## src/hdl/strs_pkg.sv

```systemverilog
`timescale 1ns / 1ps
package strs_pkg;
    localparam int NumSpecies   = 1024;
    localparam int NumReactions = 1023;
    localparam int Levels       = 10;
    localparam int Leaves       = 1 << Levels;
    localparam int NodeW        = Levels + 1;
    localparam int KW           = Levels;
    localparam int PropW        = 43;
    localparam int CountW       = 17;
    localparam int RateW        = 16;
    localparam int InitW        = 7;
    localparam int FracW        = 16;
    localparam int CfgIdxW      = 1;
    localparam logic [CountW-1:0] CountMax = '1;

    // Configuration register indexes.
    localparam logic [CfgIdxW-1:0] CfgRate = 1'b0;
    localparam logic [CfgIdxW-1:0] CfgInit = 1'b1;

    typedef enum logic [3:0] {
        ST_BUILD_LEAF,
        ST_BUILD_NODE,
        ST_IDLE,
        ST_MUL,
        ST_DESCEND,
        ST_FIRE,
        ST_PATH,
        ST_OUT
    } state_t;

    // Commands from the controller to the datapath.
    typedef struct packed {
        logic load_frac;
        logic mul_step;
        logic desc_step;
        logic fire_step;
        logic path_step;
        logic build_leaf;
        logic build_node;
        logic init_ctrs;
        logic start_desc;
        logic start_path;
        logic set_out;
    } cmd_t;

    // Status returned by the datapath.
    typedef struct packed {
        logic total_zero;
        logic mul_done;
        logic desc_done;
        logic fire_done;
        logic path_done;
        logic second_path;
        logic build_leaf_done;
        logic build_node_done;
    } status_t;
endpackage

```

## src/hdl/strs_ctrl.sv

```systemverilog
`timescale 1ns / 1ps
module strs_ctrl (
    input  logic              aclk,
    input  logic              aresetn,
    input  logic              rebuild,
    input  logic              s_fire,
    input  logic              m_fire,
    input  strs_pkg::status_t status,
    output strs_pkg::cmd_t    cmd,
    output logic              s_ready,
    output logic              m_valid,
    output logic              cfg_ready
);
    import strs_pkg::*;

    state_t state_reg, state_next;
    logic   path2_reg, path2_next;

    always_ff @(posedge aclk) begin
        if (!aresetn) begin
            state_reg <= ST_BUILD_LEAF;
            path2_reg <= 1'b0;
        end else begin
            state_reg <= state_next;
            path2_reg <= path2_next;
        end
    end

    // Next state.
    always_comb begin
        state_next = state_reg;
        path2_next = path2_reg;
        case (state_reg)
            ST_BUILD_LEAF: if (status.build_leaf_done) state_next = ST_BUILD_NODE;
            ST_BUILD_NODE: if (status.build_node_done) state_next = ST_IDLE;
            ST_IDLE: begin
                if (rebuild) begin
                    state_next = ST_BUILD_LEAF;
                end else if (s_fire) begin
                    state_next = ST_MUL;
                end
            end
            ST_MUL: if (status.mul_done) begin
                state_next = status.total_zero ? ST_OUT : ST_DESCEND;
            end
            ST_DESCEND: if (status.desc_done) state_next = ST_FIRE;
            ST_FIRE: if (status.fire_done) begin
                state_next = ST_PATH;
                path2_next = 1'b0;
            end
            ST_PATH: if (status.path_done) begin
                if (!path2_reg && status.second_path) begin
                    path2_next = 1'b1;
                end else begin
                    state_next = ST_OUT;
                end
            end
            ST_OUT: if (m_fire) state_next = ST_IDLE;
            default: state_next = ST_IDLE;
        endcase
    end

    // Outputs; the descent and path start pulses fire on the cycle before that phase begins.
    always_comb begin
        cmd = '0;
        s_ready = 1'b0;
        m_valid = 1'b0;
        cfg_ready = 1'b0;
        case (state_reg)
            ST_BUILD_LEAF: cmd.build_leaf = !status.build_leaf_done;
            ST_BUILD_NODE: cmd.build_node = !status.build_node_done;
            ST_IDLE: begin
                cfg_ready = 1'b1;
                s_ready = !rebuild;
                cmd.load_frac = 1'b1;
                cmd.init_ctrs = 1'b1;
            end
            ST_MUL: begin
                cmd.mul_step = !status.mul_done;
                cmd.start_desc = status.mul_done;
            end
            ST_DESCEND: cmd.desc_step = !status.desc_done;
            ST_FIRE: begin
                cmd.fire_step = !status.fire_done;
                cmd.start_path = status.fire_done;
            end
            ST_PATH: begin
                cmd.path_step = !status.path_done;
                cmd.start_path = status.path_done;
            end
            ST_OUT: m_valid = 1'b1;
            default: cmd = '0;
        endcase
    end
endmodule

```

## config.mk

```make
export PLATFORM = sky130hd
export DESIGN_NAME = strs_ctrl
export DESIGN_NICKNAME = d
export VERILOG_FILES = /design/src/hdl/strs_pkg.sv /design/src/hdl/strs_ctrl.sv
export SDC_FILE = /design/constraint.sdc
export NUM_CORES = 1
export LEC_CHECK = 0
export ABC_AREA = 1
export BUFFER_PORTS_ARGS = -buffer_cell sky130_fd_sc_hd__clkbuf_2
export CAP_MARGIN = 20
export CORE_UTILIZATION = 28
export CTS_BUF_LIST = sky130_fd_sc_hd__clkbuf_2
export DETAILED_ROUTE_END_ITERATION = 10
export PLACE_DENSITY_LB_ADDON = 0.15
export SKIP_LAST_GASP = 1
export SYNTH_ARGS = -nofsm -noshare
export SYNTH_HDL_FRONTEND = slang
export SYNTH_SLANG_ARGS = --single-unit
```

## constraint.sdc

```tcl
create_clock -name aclk -period 1 [get_ports aclk]
set_input_delay 0.05 -clock aclk [delete_from_list [all_inputs] [get_ports aclk]]
set_output_delay 0.05 -clock aclk [all_outputs]
set_load 0.02 [all_outputs]
```

Word-level counts from Yosys, hierarchy flattened --
Cells that the tools add are included.
Word-level totals: logic and storage cells 59, output and inout port bits 14, register bits after elaboration 5
Cells by class: reductions and logical operators 13, equality and inequality tests 17, muxes and demuxes 27
Operator list (number):
- 4-bit two-way mux | 10
- 4-bit case mux with 8 select lines | 1
- 2-bit != test, second input constant | 9
- 4-bit by 3-bit == test with 1-bit output, second input constant | 4
- 1-bit two-way mux | 13
- 9-bit AND reduction | 1
- 4-bit by 2-bit == test with 1-bit output, second input constant | 2
- 1-bit zero test | 8
- 4-bit by 1-bit == test with 1-bit output, second input constant | 1
- 4-bit zero test | 1
- 1-bit case mux with 2 select lines | 2
- 4-bit AND reduction | 1
- 3-bit != test, second input constant | 1
- 2-bit two-way mux | 1
- 2-bit nonzero test | 1
- 1-bit logical AND | 1

Logic depth before layout (Yosys ltp) --
word-level depth 5, depth in mapped cells 10

Least setup slack after synthesis --
OpenSTA, ideal clock, no wires.
kind flip-flop to output port, start register state_reg[1], end output port cmd[1] in the netlist's numbering, arrival time 1.118 ns, cell stages (with the launch flop) 5, path slack -0.168 ns, data required time 0.950 ns, cells stage by stage dfxtp_1 > inv_2 > nor2_2 > nand2_1 > o21ai_0
RTL lines:
- from (decl) | RTL line strs_ctrl.sv:16 | state_t state_reg, state_next;
- from (signal assigned) | RTL line strs_ctrl.sv:24 | state_reg <= state_next;
- to (decl) | RTL line strs_ctrl.sv:9 | output strs_pkg::cmd_t cmd,

==> reports/metrics.cfg <==
[sta]
fmax_ghz = 0.775
setup_viol = 17
finalHoldViolCount = 0
fin_crit_ns = 1.29
post-route-period-util_pct = 129
clock_skew_ns = 0.00143
rsz0062_at_grt = true
drv_slew = 0
hold_ws_ns = 0.100
setup_slack_ns = -0.290

[clock_tree]
clk_pin_slew_ns = 0.04
cts_tree = done
clk-insertion-delay-late_ns = 0.20
cts_root_buf = clkbuf_2
cts_sinks = 4
cts_buffers = 3
htree_levels = 1
cts_hold_buf = 0
cts.path.max_buffers = 2

[grt]
grt_use_met1_pct = 16.6
overflow = 0
grt_usage_pct = 15.3
antenna_found_initial = 0
grt_max_degree = 11
busiest_layer = met2
grt_pass1_vias = 537
globalRouteMet2Util_pct = 27.7
grt_first_pass_wirelength_mm = 2.06
use_met3_pct = 1.72

[final_layout]
diodes = 0
largest_reg_flops = 3
seqCellArea_sq_um = 91.3
multi_input_area_sq_um = 329
fillers = 149
areaGrowthSynthToFinish_pct = 89.6
nets = 139
drive_above_1_share_pct = 63.7

[route]
dr.pass1.iters = 3
vias_per_cell = 4.36
ant_nets = 0
wl_per_cell_um = 9.11
drc = 0
drt-total-wl_mm = 1.28
vias = 611
dr.first_iter.drc_count = 5

[critical_path]
arrival_ns = 1.24
path_max_fanout = 6
worstPathRequired_ns = 0.95
cpLargestDelayFamily = flip-flops
start_kind = register
cpMaxStageDelayCell = dfxtp_4
worstSetupPathType = reg -> out
worst_setup_path_end_kind = output port
cp_cell_sequence = nand2_2 > nor2_4 > buf_6 > inv_2 > buf_6 > nor2_4 > buf_8
crit_buf_inv = 4
crit_path_max_incr_delay_ns = 0.40

[logic_synthesis]
synth_nets = 96
ys.flop_type = dfxtp_1
synthTopCellsByArea = dfxtp_1 (17%), nand2_1 (15%), inv_1 (14%)
synth_area_sq_um = 458
synth-edff-count = 0
ys_ff_latch = 4
yosysMostFrequentCell = nand2_1
synth_cell_types = 17
synthArstFlopShare_pct = 0
synth_top_area_share_pct = 17.5
yosys_warnings = 0
synth_cells = 83
yosysSeqAreaShare_pct = 17.5
ys_top_cells_by_count = nand2_1 (18), inv_1 (17), nor2_1 (14)
yosysTopAreaCell = dfxtp_1
avgSynthCellArea_sq_um = 5.52

[floorplan]
die_y_um = 42.4
coreArea_sq_um = 1520
rows = 14
initial_utilization_pct = 30.0
io_pins = 27
die-area_sq_um = 1800
die_w_um = 42.4

[power]
power_density_nw_per_um2 = 2180
totalPowerFinal_w = 0.00189
vdd_drop_max_mv = 1.40
cellLeakagePower_nw = 0.507

[placed_design]
port_buffers = 25
gp_congestion = 0.762
dp.final_hpwl_um = 995

[outcome]
status = finished with violations
violations = setup timing

[worst_hold_path]
hp-class = in -> reg

[flow_run]
max_cap_viol_count = 0

-- cells by family (layout without fill, tap and decap cells) --
group	Yosys count	count (layout)	synth area share [%]
other cells	1	1	0.819
compound gates	6	6	8.20
buf+inv	24	65	23.8
simple gates	48	48	49.7
flops	4	4	17.5
-- final cells by class --
type | instances | share of cell area (%)
well taps | 16 | 2.31
clock buffers | 3 | 1.73
repair buffers | 42 | 38.0
inverters | 20 | 9.51
multi-input cells | 55 | 37.9
flip-flops and latches | 4 | 10.5
-- placed cells by master, fill, tap and decap left out, types with 2 or more instances in the layout --
master | synthesis | final
clkbuf_2 | 0 | 19
buf_4 | 3 | 15
inv_1 | 17 | 14
nand2_1 | 18 | 13
nor2_2 | 7 | 9
nand2_2 | 3 | 8
nor2_1 | 14 | 7
nor2_4 | 0 | 5
buf_6 | 1 | 5
buf_8 | 0 | 4
inv_4 | 0 | 3
inv_2 | 3 | 3
dfxtp_4 | 0 | 3
o21ai_1 | 0 | 2
nand3_1 | 3 | 2
o2111ai_1 | 2 | 2
-- per-stage QoR --
step / cell area, sq um / utilization (%) / setup TNS (ns) / setup slack (ns) / instances
final: 868 / 57.0 / -2.78 / -0.290 / 140
after global routing: 868 / 57.0 / -4.23 / -0.374 / 140
after floorplan: 478 / - / -0.329 / -0.0886 / 83
after global placement: 679 / 44.6 / -1.70 / -0.333 / 132
after CTS: 807 / 53.0 / -3.21 / -0.322 / 137
after detailed placement: 679 / 44.6 / -1.82 / -0.382 / 132
-- worst register-to-register path: stages, from the launching register on --
cell and delay [ns]:
dfxtp_4 0.41, nor2_1 0.07, nand2_1 0.09, nand2_1 0.07, nor2_2 0.15, nand3_4 0.12
nor2_1 0.15, nor2_1 0.06
-- final timing paths --
path                        startpoint                        end  slack (ns)  cells after the start
max          state_reg[1]$_SDFFE_PN0P_                     cmd[2]       -0.29                      7
max reg2reg  state_reg[2]$_SDFFE_PN0P_  state_reg[2]$_SDFFE_PN0P_       -0.23                      7
min                            aresetn  state_reg[1]$_SDFFE_PN0P_        0.10                      3
min reg2reg     path2_reg$_SDFFE_PN0P_     path2_reg$_SDFFE_PN0P_        0.45                      2
-- power by group --
| group | internal (W) | switching, W |
|---|---|---|
| combinational | 0.000676 | 0.000711 |
| sequential | 0.000238 | 0.000127 |
| clock | 0.0000807 | 0.0000631 |
| total | 0.000995 | 0.000900 |
-- layer usage --
layer	routed length [um]	vias to the layer above
li1	-	325
met1	540	273
met2	694	11
met3	31	2
met4	10	0
met5	0	-
-- what timing repair did --
action,CTS,global route
gates resized for setup,30,18
cloned,0,0
endpoints found under the setup margin,17,17
pin swaps,6,2
buffers inserted,2,3
Note: power is estimated with default switching activity, not from simulation.
